File: src/vbb_pkg.sv
// Shared types, widths and register codes for the transformed vertex bounding box block.
package vbb_pkg;

    localparam int COORD_W   = 32;
    localparam int PROD_W    = 2 * COORD_W;
    localparam int PAIR_W    = PROD_W + 1;
    localparam int SUM_W     = PROD_W + 2;
    localparam int FRAC_BITS = 16;

    localparam int NUM_TERMS = 4;
    localparam int NUM_LANES = 2;
    localparam int NUM_REGS  = NUM_LANES * NUM_TERMS;
    localparam int CFG_IDX_W = $clog2(NUM_REGS);

    // Lanes of the transform: one per matrix row that is used.
    localparam int LANE_X = 0;
    localparam int LANE_Y = 1;

    // Vertex component order inside a row.
    localparam int TERM_X = 0;
    localparam int TERM_Y = 1;
    localparam int TERM_Z = 2;
    localparam int TERM_W = 3;

    // Register indexes on the configuration port.
    localparam logic [CFG_IDX_W-1:0] REG_ROW_X_COEF_X = CFG_IDX_W'(0);
    localparam logic [CFG_IDX_W-1:0] REG_ROW_X_COEF_Y = CFG_IDX_W'(1);
    localparam logic [CFG_IDX_W-1:0] REG_ROW_X_COEF_Z = CFG_IDX_W'(2);
    localparam logic [CFG_IDX_W-1:0] REG_ROW_X_COEF_W = CFG_IDX_W'(3);
    localparam logic [CFG_IDX_W-1:0] REG_ROW_Y_COEF_X = CFG_IDX_W'(4);
    localparam logic [CFG_IDX_W-1:0] REG_ROW_Y_COEF_Y = CFG_IDX_W'(5);
    localparam logic [CFG_IDX_W-1:0] REG_ROW_Y_COEF_Z = CFG_IDX_W'(6);
    localparam logic [CFG_IDX_W-1:0] REG_ROW_Y_COEF_W = CFG_IDX_W'(7);

    typedef logic signed [COORD_W-1:0] q16_t;
    typedef logic signed [PROD_W-1:0]  prod_t;
    typedef logic signed [PAIR_W-1:0]  pair_t;
    typedef logic signed [SUM_W-1:0]   sum_t;

    localparam q16_t ONE_Q16   = 32'sh0001_0000;
    localparam q16_t COORD_MAX = 32'sh7fff_ffff;
    localparam q16_t COORD_MIN = 32'sh8000_0000;

    typedef struct packed {
        q16_t vert_x;
        q16_t vert_y;
        q16_t vert_z;
        q16_t vert_w;
        logic last_vertex;
    } vertex_t;

    typedef struct packed {
        q16_t box_min_x;
        q16_t box_min_y;
        q16_t box_max_x;
        q16_t box_max_y;
    } box_t;

    // One transformed point on its way to the bounds tracker.
    typedef struct packed {
        q16_t pos_x;
        q16_t pos_y;
        logic last_vertex;
    } point_t;

endpackage

File: src/vbb_reduce.sv
// Reduction stages: pairwise sums, then the row sum, floor shift and saturation to Q16.16.
module vbb_reduce (
    input  logic            clk,
    input  logic            rst_n,
    input  logic            up_valid,
    output logic            up_ready,
    input  vbb_pkg::prod_t  prod [vbb_pkg::NUM_LANES][vbb_pkg::NUM_TERMS],
    input  logic            up_last,
    output logic            dn_valid,
    input  logic            dn_ready,
    output vbb_pkg::point_t dn_point
);
    import vbb_pkg::*;

    localparam sum_t SAT_HI = sum_t'(COORD_MAX);
    localparam sum_t SAT_LO = sum_t'(COORD_MIN);

    logic  pair_valid_reg;
    logic  pair_last_reg;
    pair_t pair_reg  [NUM_LANES][2];
    pair_t pair_next [NUM_LANES][2];
    logic  pair_ready;

    logic  coord_valid_reg;
    logic  coord_last_reg;
    q16_t  coord_reg  [NUM_LANES];
    q16_t  coord_next [NUM_LANES];
    sum_t  row_sum    [NUM_LANES];
    sum_t  row_shift  [NUM_LANES];

    assign pair_ready = !coord_valid_reg || dn_ready;
    assign up_ready   = !pair_valid_reg || pair_ready;

    always_comb
    begin
        for (int l = 0; l < NUM_LANES; l++)
        begin
            pair_next[l][0] = PAIR_W'(prod[l][TERM_X]) + PAIR_W'(prod[l][TERM_Y]);
            pair_next[l][1] = PAIR_W'(prod[l][TERM_Z]) + PAIR_W'(prod[l][TERM_W]);
        end
    end

    // The arithmetic shift of the full sum rounds toward minus infinity.
    always_comb
    begin
        for (int l = 0; l < NUM_LANES; l++)
        begin
            row_sum[l]   = SUM_W'(pair_reg[l][0]) + SUM_W'(pair_reg[l][1]);
            row_shift[l] = row_sum[l] >>> FRAC_BITS;
            if (row_shift[l] > SAT_HI)
            begin
                coord_next[l] = COORD_MAX;
            end
            else if (row_shift[l] < SAT_LO)
            begin
                coord_next[l] = COORD_MIN;
            end
            else
            begin
                coord_next[l] = row_shift[l][COORD_W-1:0];
            end
        end
    end

    always_ff @(posedge clk or negedge rst_n)
    begin
        if (!rst_n)
        begin
            pair_valid_reg  <= 1'b0;
            coord_valid_reg <= 1'b0;
        end
        else
        begin
            if (up_ready)
            begin
                pair_valid_reg <= up_valid;
            end
            if (pair_ready)
            begin
                coord_valid_reg <= pair_valid_reg;
            end
        end
    end

    always_ff @(posedge clk)
    begin
        if (up_valid && up_ready)
        begin
            pair_reg      <= pair_next;
            pair_last_reg <= up_last;
        end
        if (pair_valid_reg && pair_ready)
        begin
            coord_reg      <= coord_next;
            coord_last_reg <= pair_last_reg;
        end
    end

    assign dn_valid             = coord_valid_reg;
    assign dn_point.pos_x       = coord_reg[LANE_X];
    assign dn_point.pos_y       = coord_reg[LANE_Y];
    assign dn_point.last_vertex = coord_last_reg;

endmodule

File: config.mk
export PLATFORM = sky130hd
export DESIGN_NAME = vbb_reduce
export DESIGN_NICKNAME = d
export VERILOG_FILES = /design/src/vbb_pkg.sv /design/src/vbb_reduce.sv
export SDC_FILE = /design/constraint.sdc
export NUM_CORES = 1
export LEC_CHECK = 0
export BUFFER_PORTS_ARGS = -buffer_cell sky130_fd_sc_hd__buf_2
export CORE_ASPECT_RATIO = 0.9
export CORE_MARGIN = 2
export CORE_UTILIZATION = 45
export DETAILED_ROUTE_END_ITERATION = 10
export GPL_TIMING_DRIVEN = 1
export HOLD_SLACK_MARGIN = 0.06
export PLACE_DENSITY_LB_ADDON = 0.12
export SLEW_MARGIN = 20
export SYNTH_ARGS = -nofsm -noshare
export SYNTH_HDL_FRONTEND = slang
export SYNTH_SLANG_ARGS = --single-unit
File: constraint.sdc
create_clock -name clk -period 9 [get_ports clk]
set_input_delay 0.9 -clock clk [delete_from_list [all_inputs] [get_ports clk]]
set_output_delay 0.9 -clock clk [all_outputs]
set_load 0.01 [all_outputs]
==> results by group <==
Timing
  • Setup Viol. Count Final: 0
  • Max Freq: 0.1940 GHz
  • Minimum clock period: 5154 ps
  • Unrepaired setup endpoints after global routing: no
  • Final hold slack: 106.1 ps
  • Worst-Margin Slew: 1079 ps
  • Tcrit/Tclk final: 57.27%
  • Pins Over Slew Limit: 0
  • Slew margin rel.: 26.18%
  • Setup TNS: 0 ps
  • Clock skew: 16.87 ps
  • Final hold vios: 0

Logic synthesis
  • Async SR Flop Fraction: 0.6098%
  • Yosys reg bits: 328
  • Yosys cell types: 96
  • Number of synthesized flops with an enable pin: 326
  • Synth Cell Area: 0.03108 mm^2
  • Ys flop type: edfxtp_1
  • Cells after synthesis: 3430
  • Register area share after synthesis: 31.66%
  • Syn nets: 4335
  • Syn Area/Cell: 9.060 um^2
  • Synth warn: 0

Clock network
  • Clk pin slew, worst setup/hold paths: 60 ps
  • Clk_lat worst skew: 570 ps
  • Root buffer cell: clkbuf_16
  • CTS tree: done
  • Post-CTS Setup Repair Bufs: 0
  • # H-tree levels: 2
  • Quantity of gates resized following cts: 0
  • Max clock buf depth: 3
  • CTS Sinks: 328
  • Post-CTS Hold Fix Bufs: 0
  • Num CTS Buffers: 41

Layout
  • Number of flip-flops in the largest register: 260
  • Post-Layout Cell Count: 4923
  • Nets: 4864
  • Fraction of layout cells with a size suffix above 1: 18.17%
  • Area delta synth->final: 16.35%
  • Finished Core Util: 52.84%

Die
  • Die X: 281.0 um
  • I/O Pins: 584
  • Die area: 0.07118 mm^2
  • CORE AREA: 0.06843 mm^2
  • Die Y: 253.3 um
  • Row count: 91
  • Initial cell density of the core: 45.42%

Power
  • Clk network pwr share: 25.5%
  • Seq pwr share: 31.5%
  • NetSw: 0.002513 W
  • Logic pwr share: 43.0%
  • Total power: 0.006676 W
  • Leakage power: 15.90 nW
  • Net Sw Frac: 37.65%
  • Cell Pwr Density: 184.6 mW/mm^2
  • Max IR drop VDD: 0.1071 mV
  • Int Power: 0.004162 W

Critical path
  • Critical path class: input port to flop
  • CP startpoint kind: input port
  • Crit path buf inv count: 2
  • CP Cell Sequence: buf_2, ha_1, inv_1, fa_1, nor2b_1, o2111ai_1, and4b_1, nor4b_1, o211a_1, o21a_1, o21ai_1, a2111oi_0, o21ai_0, a21oi_1, nand3_1, a311o_1, xnor2_1
  • Max stage delay cell, worst path: a2111oi_0
  • Critical Path RT: 9310 ps
  • Instance count on the critical path: 17
  • Setup crit end kind: flop
  • CP Max Fanout: 4
  • Crit path max-delay family: compound AO/OA/AOI/OAI gates
  • Largest stage delay, worst path: 980 ps
  • Worst reg2reg path depth: 15
  • Worst Path Arrival: 5470 ps

GRT
  • Total track usage: 25.72%
  • Initial antenna violation count: 4
  • Global-route wire length before repair: 144.5 mm
  • Largest net degree at the start of global routing: 72
  • Gr ovfl total: 0
  • Vias in the first global route: 26320

Detailed routing
  • DR vias: 28080
  • Routed wire length: 94.29 mm
  • DR pass1 iterations: 6
  • DRC violations left: 0
  • WL/cell: 19.15 um
  • Vias/cell: 5.705
  • Post-DRT Antenna Nets: 0
  • Initial drt markers: 2089

Job
  • Maximum Capacitance Violations: 0

Min path
  • Hold Crit Class: input port to async pin

Place
  • DP Cell Count: 4846
  • Number of port buffers: 583
  • HPWL Detailed: 78.69 mm
  • Final RePlAce weighted congestion: 0.9636

Outcome
  • Status: finished, final reports clean
## final timing paths
kind,slack (ps),start,end
worst min register to register,430,pair_last_reg,coord_last_reg
worst max-delay path,3850,prod[0],pair_reg[62]
min in group clk,430,pair_last_reg,coord_last_reg
worst min-delay path,110,rst_n,pair_valid_reg
worst max register to register,4040,pair_reg[81],dn_point[18]
max in group asynchronous,8800,rst_n,dn_valid
## kinds of logic (layout without fill, tap and decap cells)
group,Yosys count,in the layout,share of synthesized area (%)
adders and majority gates,388,388,15.72
other,0,3,0
xor gates and xnor gates,308,308,8.680
and+or+nand+nor,926,926,14.68
AOI/OAI and AO/OA,1255,1255,26.21
buffers and inverters,220,780,2.891
muxes,5,5,0.1610
DFF,328,328,31.66
## cells in the final DEF, fill, tap and decap left out, types with 10 or more instances in the layout
master / instances
clkbuf_16: 43
a21boi_0: 16
and2_1: 21
edfxtp_1: 326
a21o_1: 218
nor2_1: 241
a221oi_1: 11
a31oi_1: 42
or2_2: 14
xnor2_1: 199
nor3_1: 51
a211oi_1: 28
o31ai_1: 20
and3_1: 41
a21oi_1: 387
o21bai_1: 55
o21a_1: 47
or3_1: 15
a2111oi_0: 10
inv_1: 115
o21ai_1: 77
nand2_1: 239
o21ai_0: 184
o211ai_1: 20
a41oi_1: 11
xor2_1: 109
buf_2: 583
a221o_1: 10
nand4_1: 75
nor4_1: 10
nand2b_1: 38
nor2b_1: 55
and4_1: 12
nand3_1: 75
ha_1: 384
## synthesized netlist by cell type (16+ instances only)
master	number	area (um^2)
nor3_1	51	255.2
a21boi_0	16	120.1
ha_1	384	4805
a211oi_1	28	210.2
nand2b_1	38	237.7
clkbuf_1	83	311.6
o21ai_1	77	385.4
nor2_1	241	904.6
o211ai_1	20	150.1
and2_1	23	143.9
a31oi_1	43	269.0
nand2_1	239	897.1
inv_1	115	431.7
nand3_1	75	375.4
o31ai_1	20	150.1
and3_1	41	256.5
nand4_1	75	469.2
nor2b_1	55	344.1
a21o_1	218	1637
edfxtp_1	326	9789
o21bai_1	55	412.9
o21ai_0	184	920.9
xnor2_1	199	1743
a21oi_1	387	1937
o21a_1	47	352.8
xor2_1	109	954.7
## worst reg2reg max path, cell delays in order (launching register included)
cell and delay [ps]:
edfxtp_1 420, ha_1 470, and4_1 260, nor3b_1 260
nand4bb_1 140, o22ai_1 210, a2bb2oi_1 440, a31oi_1 290
o31ai_1 370, xor2_1 120, or3_1 400, nor4_2 150
nand4_1 180, o41ai_4 350, buf_4 350, o31ai_1 250
## metal layers
metal  vias to the layer above  GRT usage (%)  share of wire [%]
met3                       109          3.359                6.5
met4                         2          6.769                2.4
met2                       909          40.47                 44
li1                      14080              -                  -
met1                     12990          37.04                 47
met5                         -              0              0.013
## metrics by stage
step	setup WS, ps	cell area, um^2
2_1_floorplan	1292	31080
3_3_place_gp	3475	34770
3_5_place_dp	3335	34770
4_1_cts	3826	36150
5_1_grt	3504	36160
6_report	3846	36160
## power groups by stage
stage / Sequential, W / Clock [W] / Combinational, W
global route: 0.00212 / 0.00179 / 0.00318
detailed placement: 0.00213 / 0 / 0.00283
global placement: 0.00213 / 0 / 0.00283
CTS: 0.00210 / 0.00175 / 0.00285
finish: 0.00210 / 0.00170 / 0.00287
floorplan: 0.00213 / 0 / 0.00204
## layout make-up
type	count	area (um^2)
fillers	6459	32270
multi-input cells	2882	20360
flip-flops and latches	328	9839
repair buffers	591	2978
well taps	930	1164
clock buffers	48	1095
inverters	115	431.7
clock inverters	26	286.5
diodes	3	7.507
Note: power is estimated with default switching activity, not from simulation.
