**src/vbb_pkg.sv**
```systemverilog
// Shared types, widths and register codes for the transformed vertex bounding box block.
package vbb_pkg;

    localparam int COORD_W   = 32;
    localparam int PROD_W    = 2 * COORD_W;
    localparam int PAIR_W    = PROD_W + 1;
    localparam int SUM_W     = PROD_W + 2;
    localparam int FRAC_BITS = 16;

    localparam int NUM_TERMS = 4;
    localparam int NUM_LANES = 2;
    localparam int NUM_REGS  = NUM_LANES * NUM_TERMS;
    localparam int CFG_IDX_W = $clog2(NUM_REGS);

    // Lanes of the transform: one per matrix row that is used.
    localparam int LANE_X = 0;
    localparam int LANE_Y = 1;

    // Vertex component order inside a row.
    localparam int TERM_X = 0;
    localparam int TERM_Y = 1;
    localparam int TERM_Z = 2;
    localparam int TERM_W = 3;

    // Register indexes on the configuration port.
    localparam logic [CFG_IDX_W-1:0] REG_ROW_X_COEF_X = CFG_IDX_W'(0);
    localparam logic [CFG_IDX_W-1:0] REG_ROW_X_COEF_Y = CFG_IDX_W'(1);
    localparam logic [CFG_IDX_W-1:0] REG_ROW_X_COEF_Z = CFG_IDX_W'(2);
    localparam logic [CFG_IDX_W-1:0] REG_ROW_X_COEF_W = CFG_IDX_W'(3);
    localparam logic [CFG_IDX_W-1:0] REG_ROW_Y_COEF_X = CFG_IDX_W'(4);
    localparam logic [CFG_IDX_W-1:0] REG_ROW_Y_COEF_Y = CFG_IDX_W'(5);
    localparam logic [CFG_IDX_W-1:0] REG_ROW_Y_COEF_Z = CFG_IDX_W'(6);
    localparam logic [CFG_IDX_W-1:0] REG_ROW_Y_COEF_W = CFG_IDX_W'(7);

    typedef logic signed [COORD_W-1:0] q16_t;
    typedef logic signed [PROD_W-1:0]  prod_t;
    typedef logic signed [PAIR_W-1:0]  pair_t;
    typedef logic signed [SUM_W-1:0]   sum_t;

    localparam q16_t ONE_Q16   = 32'sh0001_0000;
    localparam q16_t COORD_MAX = 32'sh7fff_ffff;
    localparam q16_t COORD_MIN = 32'sh8000_0000;

    typedef struct packed {
        q16_t vert_x;
        q16_t vert_y;
        q16_t vert_z;
        q16_t vert_w;
        logic last_vertex;
    } vertex_t;

    typedef struct packed {
        q16_t box_min_x;
        q16_t box_min_y;
        q16_t box_max_x;
        q16_t box_max_y;
    } box_t;

    // One transformed point on its way to the bounds tracker.
    typedef struct packed {
        q16_t pos_x;
        q16_t pos_y;
        logic last_vertex;
    } point_t;

endpackage

```
**src/vbb_bounds.sv**
```systemverilog
// Running bounds of the current set and the registered box output.
module vbb_bounds (
    input  logic            clk,
    input  logic            rst_n,
    input  logic            up_valid,
    output logic            up_ready,
    input  vbb_pkg::point_t up_point,
    output logic            out_valid,
    input  logic            out_stall,
    output vbb_pkg::box_t   out_word
);
    import vbb_pkg::*;

    logic awaiting_first_reg;
    q16_t run_min_x_reg;
    q16_t run_min_y_reg;
    q16_t run_max_x_reg;
    q16_t run_max_y_reg;
    q16_t run_min_x_next;
    q16_t run_min_y_next;
    q16_t run_max_x_next;
    q16_t run_max_y_next;
    logic out_valid_reg;
    box_t box_reg;
    logic take;

    // A point that closes a set waits only when the output register is full and stalled.
    assign up_ready = !up_point.last_vertex || !out_valid_reg || !out_stall;
    assign take     = up_valid && up_ready;

    always_comb
    begin
        run_min_x_next = (awaiting_first_reg || up_point.pos_x < run_min_x_reg)
                         ? up_point.pos_x : run_min_x_reg;
        run_max_x_next = (awaiting_first_reg || up_point.pos_x > run_max_x_reg)
                         ? up_point.pos_x : run_max_x_reg;
        run_min_y_next = (awaiting_first_reg || up_point.pos_y < run_min_y_reg)
                         ? up_point.pos_y : run_min_y_reg;
        run_max_y_next = (awaiting_first_reg || up_point.pos_y > run_max_y_reg)
                         ? up_point.pos_y : run_max_y_reg;
    end

    always_ff @(posedge clk or negedge rst_n)
    begin
        if (!rst_n)
        begin
            awaiting_first_reg <= 1'b1;
            run_min_x_reg      <= '0;
            run_min_y_reg      <= '0;
            run_max_x_reg      <= '0;
            run_max_y_reg      <= '0;
            out_valid_reg      <= 1'b0;
        end
        else
        begin
            if (take)
            begin
                awaiting_first_reg <= up_point.last_vertex;
                run_min_x_reg      <= run_min_x_next;
                run_min_y_reg      <= run_min_y_next;
                run_max_x_reg      <= run_max_x_next;
                run_max_y_reg      <= run_max_y_next;
            end
            if (take && up_point.last_vertex)
            begin
                out_valid_reg <= 1'b1;
            end
            else if (!out_stall)
            begin
                out_valid_reg <= 1'b0;
            end
        end
    end

    always_ff @(posedge clk)
    begin
        if (take && up_point.last_vertex)
        begin
            box_reg.box_min_x <= run_min_x_next;
            box_reg.box_min_y <= run_min_y_next;
            box_reg.box_max_x <= run_max_x_next;
            box_reg.box_max_y <= run_max_y_next;
        end
    end

    assign out_valid = out_valid_reg;
    assign out_word  = box_reg;

    // A box on the output is never inverted.
    assert property (@(posedge clk) disable iff (!rst_n)
        out_valid_reg |-> (box_reg.box_min_x <= box_reg.box_max_x &&
                           box_reg.box_min_y <= box_reg.box_max_y))
        else $error("box minimum exceeds maximum");

    // Closing a set rearms the tracker and presents a box.
    assert property (@(posedge clk) disable iff (!rst_n)
        (take && up_point.last_vertex) |=> (awaiting_first_reg && out_valid_reg))
        else $error("set end did not rearm or emit");

    // A point inside a set leaves the tracker mid-set with ordered bounds.
    assert property (@(posedge clk) disable iff (!rst_n)
        (take && !up_point.last_vertex) |=>
            (!awaiting_first_reg && run_min_x_reg <= run_max_x_reg &&
             run_min_y_reg <= run_max_y_reg))
        else $error("running bounds out of order");

endmodule

```
**config.mk**
```make
export PLATFORM = sky130hd
export DESIGN_NAME = vbb_bounds
export DESIGN_NICKNAME = d
export VERILOG_FILES = /design/src/vbb_pkg.sv /design/src/vbb_bounds.sv
export SDC_FILE = /design/constraint.sdc
export NUM_CORES = 1
export LEC_CHECK = 0
export BUFFER_PORTS_ARGS = -buffer_cell sky130_fd_sc_hd__buf_2
export CAP_MARGIN = 20
export CORE_ASPECT_RATIO = 1.1
export CORE_MARGIN = 10
export CORE_UTILIZATION = 35
export DETAILED_ROUTE_END_ITERATION = 10
export SETUP_SLACK_MARGIN = 0.5
export SLEW_MARGIN = 20
export SYNTH_ARGS = -nofsm -noshare
export SYNTH_HDL_FRONTEND = slang
export SYNTH_SLANG_ARGS = --single-unit
```
**constraint.sdc**
```tcl
create_clock -name clk -period 9.4 [get_ports clk]
set_input_delay 2.82 -clock clk [delete_from_list [all_inputs] [get_ports clk]]
set_output_delay 2.82 -clock clk [all_outputs]
set_load 0.005 [all_outputs]
```
==> flow_metrics.py <==
metrics = {
    "run_status": {
        "status": "finished, final reports clean",
    },
    "clock_tree": {
        "clock_path_buffers": 3,
        "ctsResizeCount": 0,
        "clkLatencyLatePin_ns": 0.56,
        "hold_buffers": 0,
        "numCtsBuffers": 30,
        "ctsHtreeMaxLevel": 1,
        "clockRootBuffer": "clkbuf_16",
        "cts_setup_buffers": 0,
        "clkTransAtPathRegs_ns": 0.06,
        "clock_sinks": 258,
        "cts_tree": "yes",
    },
    "critical_path": {
        "critPathCaptureType": "output pin",
        "r2r_start": "run_max_x_reg[31]$_DFFE_PN0P_",
        "r2r-end": "out_word[32]$_DFFE_PP_",
        "cp-startpoint": "up_point[0]",
        "reg2reg_setup_slack_ns": 6.02,
        "crit_arrival_ns": 3.19,
        "required_ns": 6.58,
        "worstPathMaxFanout": 4,
        "worstSetupPathType": "primary input to output pin",
        "cp-start-kind": "primary input",
        "crit_end": "up_ready",
        "r2r_cells": 9,
    },
    "synth": {
        "synth.distinct_cells": 54,
        "synth_cells": 1030,
        "yosysSeqAreaShare_pct": 50.9,
        "ys_warn_count": 0,
        "netlist.area_leader.share_pct": 27.6,
        "avgSynthCellArea_sq_um": 13.5,
        "synth_area_leaders": "edfxtp_1, dfrtp_1, ha_1",
        "synth_top_area_cell": "edfxtp_1",
        "ys_ff_latch": 258,
        "synth_fp_nets": 1225,
        "synthXorXnorAreaFrac_pct": 0,
        "muxShareOfSynthArea_pct": 22.5,
        "async_flop_share_pct": 50.4,
        "synth_flop_cell": "dfrtp_1",
        "synth_top_family_by_area": "multiplexers",
        "syn_area_sq_mm": 0.0139,
        "synth-adder-area-share_pct": 11.3,
        "synth-compound-area-share_pct": 5.17,
        "yosys.area_share.simple_pct": 4.75,
        "synth_edf_count": 128,
    },
    "power": {
        "power_density_mw_per_mm2": 317,
        "leakagePower_nw": 7.44,
        "ir_drop_v": 0.000139,
    },
    "sta": {
        "timing.final.ws_setup_ns": 3.39,
        "finalSetupViolCount": 0,
        "worstMarginPinSlew_ns": 1.03,
        "timing_max_transition_violations_final": 0,
        "final.setup.tns_ns": 0,
        "hold_viol_final": 0,
        "rsz0062_at_grt": "no",
        "fmax_mhz": 166,
        "fin_crit_sh_pct": 63.9,
        "fin_crit_ns": 6.01,
        "finalClockSkew_ns": 0.0118,
        "holdWs_ns": 0.506,
        "max_slew_margin_pct": 31.6,
    },
    "run": {
        "cap_violations": 0,
    },
    "finish": {
        "num-fill-cells": 3698,
        "drive_gt1_share_pct": 32.8,
        "area_delta_synth_final_pct": 18.2,
        "fin_util_pct": 42.0,
        "multi_input_area_sq_mm": 0.00615,
        "nets": 1438,
        "register_area_sq_mm": 0.00710,
        "largest_reg_flops": 128,
    },
    "detailed_routing": {
        "wl_mm": 33.7,
        "wl_per_cell_um": 19.0,
        "antenna_left": 0,
        "initialDrtViolationCount": 328,
        "vias": 8659,
        "route.detailed.drc": 0,
        "first_pass_iters": 4,
        "viasPerCell": 4.88,
    },
    "min_path": {
        "hp-class": "flop to flop",
    },
    "die": {
        "io_pins": 199,
        "die-area_sq_mm": 0.0482,
        "die_y_um": 229,
        "row_count": 76,
        "die_width_um": 210,
        "core-area_sq_mm": 0.0393,
        "start_util_pct": 35.5,
    },
    "global_routing": {
        "grt_start_max_net_pins": 75,
        "antenna_found_initial": 2,
        "first_global_vias": 9185,
        "grt_pass1_wl_mm": 53.5,
        "track_usage_pct": 13.9,
        "gr-total-overflow": 0,
    },
    "place": {
        "place_congestion": 0.736,
        "dp_hpwl_mm": 24.2,
        "port_buffers": 198,
        "pre_cts_ws_ns": 3.39,
    },
}
[metrics by stage]
| step | cells | area, sq um | total power [mW] |
|---|---|---|---|
| detailed placement | 1718 | 15500 | 4.08 |
| global route | 1775 | 16500 | 5.62 |
| global placement | 1716 | 15400 | 4.00 |
| floorplan | 1030 | 13900 | 3.53 |
| CTS | 1774 | 16500 | 5.32 |
| finish | 1775 | 16500 | 5.22 |
[where the power goes]
| part | internal [mW] | leakage (nW) | total, mW | switching (mW) |
|---|---|---|---|---|
| Clock | 0.722 | 0.501 | 1.20 | 0.475 |
| Combinational | 1.09 | 4.22 | 2.13 | 1.04 |
| Sequential | 1.66 | 2.72 | 1.90 | 0.236 |
[cell type report]
cell class,instances,share of cell area [%]
Antenna cell,1,0.0152
Sequential cell,258,43.1
Clock inverter,15,0.941
Tap cell,507,3.85
Inverter,129,2.94
Timing Repair Buffer,206,6.61
Clock buffer,41,5.24
Multi-Input combinational cell,618,37.3
[critical path, stage by stage]
cell and delay [ns]:
buf_2 0.10, nand3_1 0.13, buf_2 0.14
[cells in the mapped netlist (all sizes together), types with 2 or more instances]
library cell,number
mux2,258
dfrtp,129
inv,129
edfxtp,128
ha,126
a21oi,53
nand2,41
nand4,26
buf,24
o21ai,24
nor2,12
nand3,11
a21o,10
nor4,8
nor3,7
a211oi,6
nor2b,6
o211ai,4
nand2b,3
a2111oi,2
a221o,2
a31oi,2
and3,2
o2111ai,2
o31ai,2
or3,2
[cells by family (layout without fill, tap and decap cells)]
family / Yosys count / in the layout
buffers and inverters: 154 / 391
adder cells (fa/ha/maj): 126 / 126
AND/OR/NAND/NOR: 122 / 122
other: 0 / 1
AO/OA/AOI/OAI: 112 / 112
multiplexers: 258 / 258
flip-flops: 258 / 258
[cell usage in the layout (no fill, tap or decap), drive strengths merged, types with 11 or more instances in the layout]
cell type / count
nand3: 11
clkbuf: 41
a21oi: 53
edfxtp: 128
nand4: 26
ha: 126
mux2: 258
nand2: 41
nor2: 12
dfrtp: 129
buf: 206
inv: 130
o21ai: 24
[worst min path at each step]
stage                                  start                            end  slack, ns  cells past startpoint
2_1_floorplan  run_min_y_reg[11]$_DFFE_PN0P_  run_min_y_reg[11]$_DFFE_PN0P_       0.47                      1
5_1_grt        run_min_y_reg[11]$_DFFE_PN0P_  run_min_y_reg[11]$_DFFE_PN0P_       0.53                      1
6_report               out_valid$_DFFE_PN0P_          out_valid$_DFFE_PN0P_       0.51                      1
3_3_place_gp           out_valid$_DFFE_PN0P_          out_valid$_DFFE_PN0P_       0.49                      1
3_5_place_dp           out_valid$_DFFE_PN0P_          out_valid$_DFFE_PN0P_       0.50                      1
4_1_cts        run_min_y_reg[16]$_DFFE_PN0P_  run_min_y_reg[16]$_DFFE_PN0P_       0.51                      1
[metal layers]
metal  up-vias  global-route usage [%]  share of wire, %
met5         -                       0                 0
met4         0                    4.15               2.1
met3        42                    2.50               4.6
met2       155                    22.5                47
met1      4256                    18.4                46
li1       4206                       -                 -
Note: power is estimated with default switching activity, not from simulation.
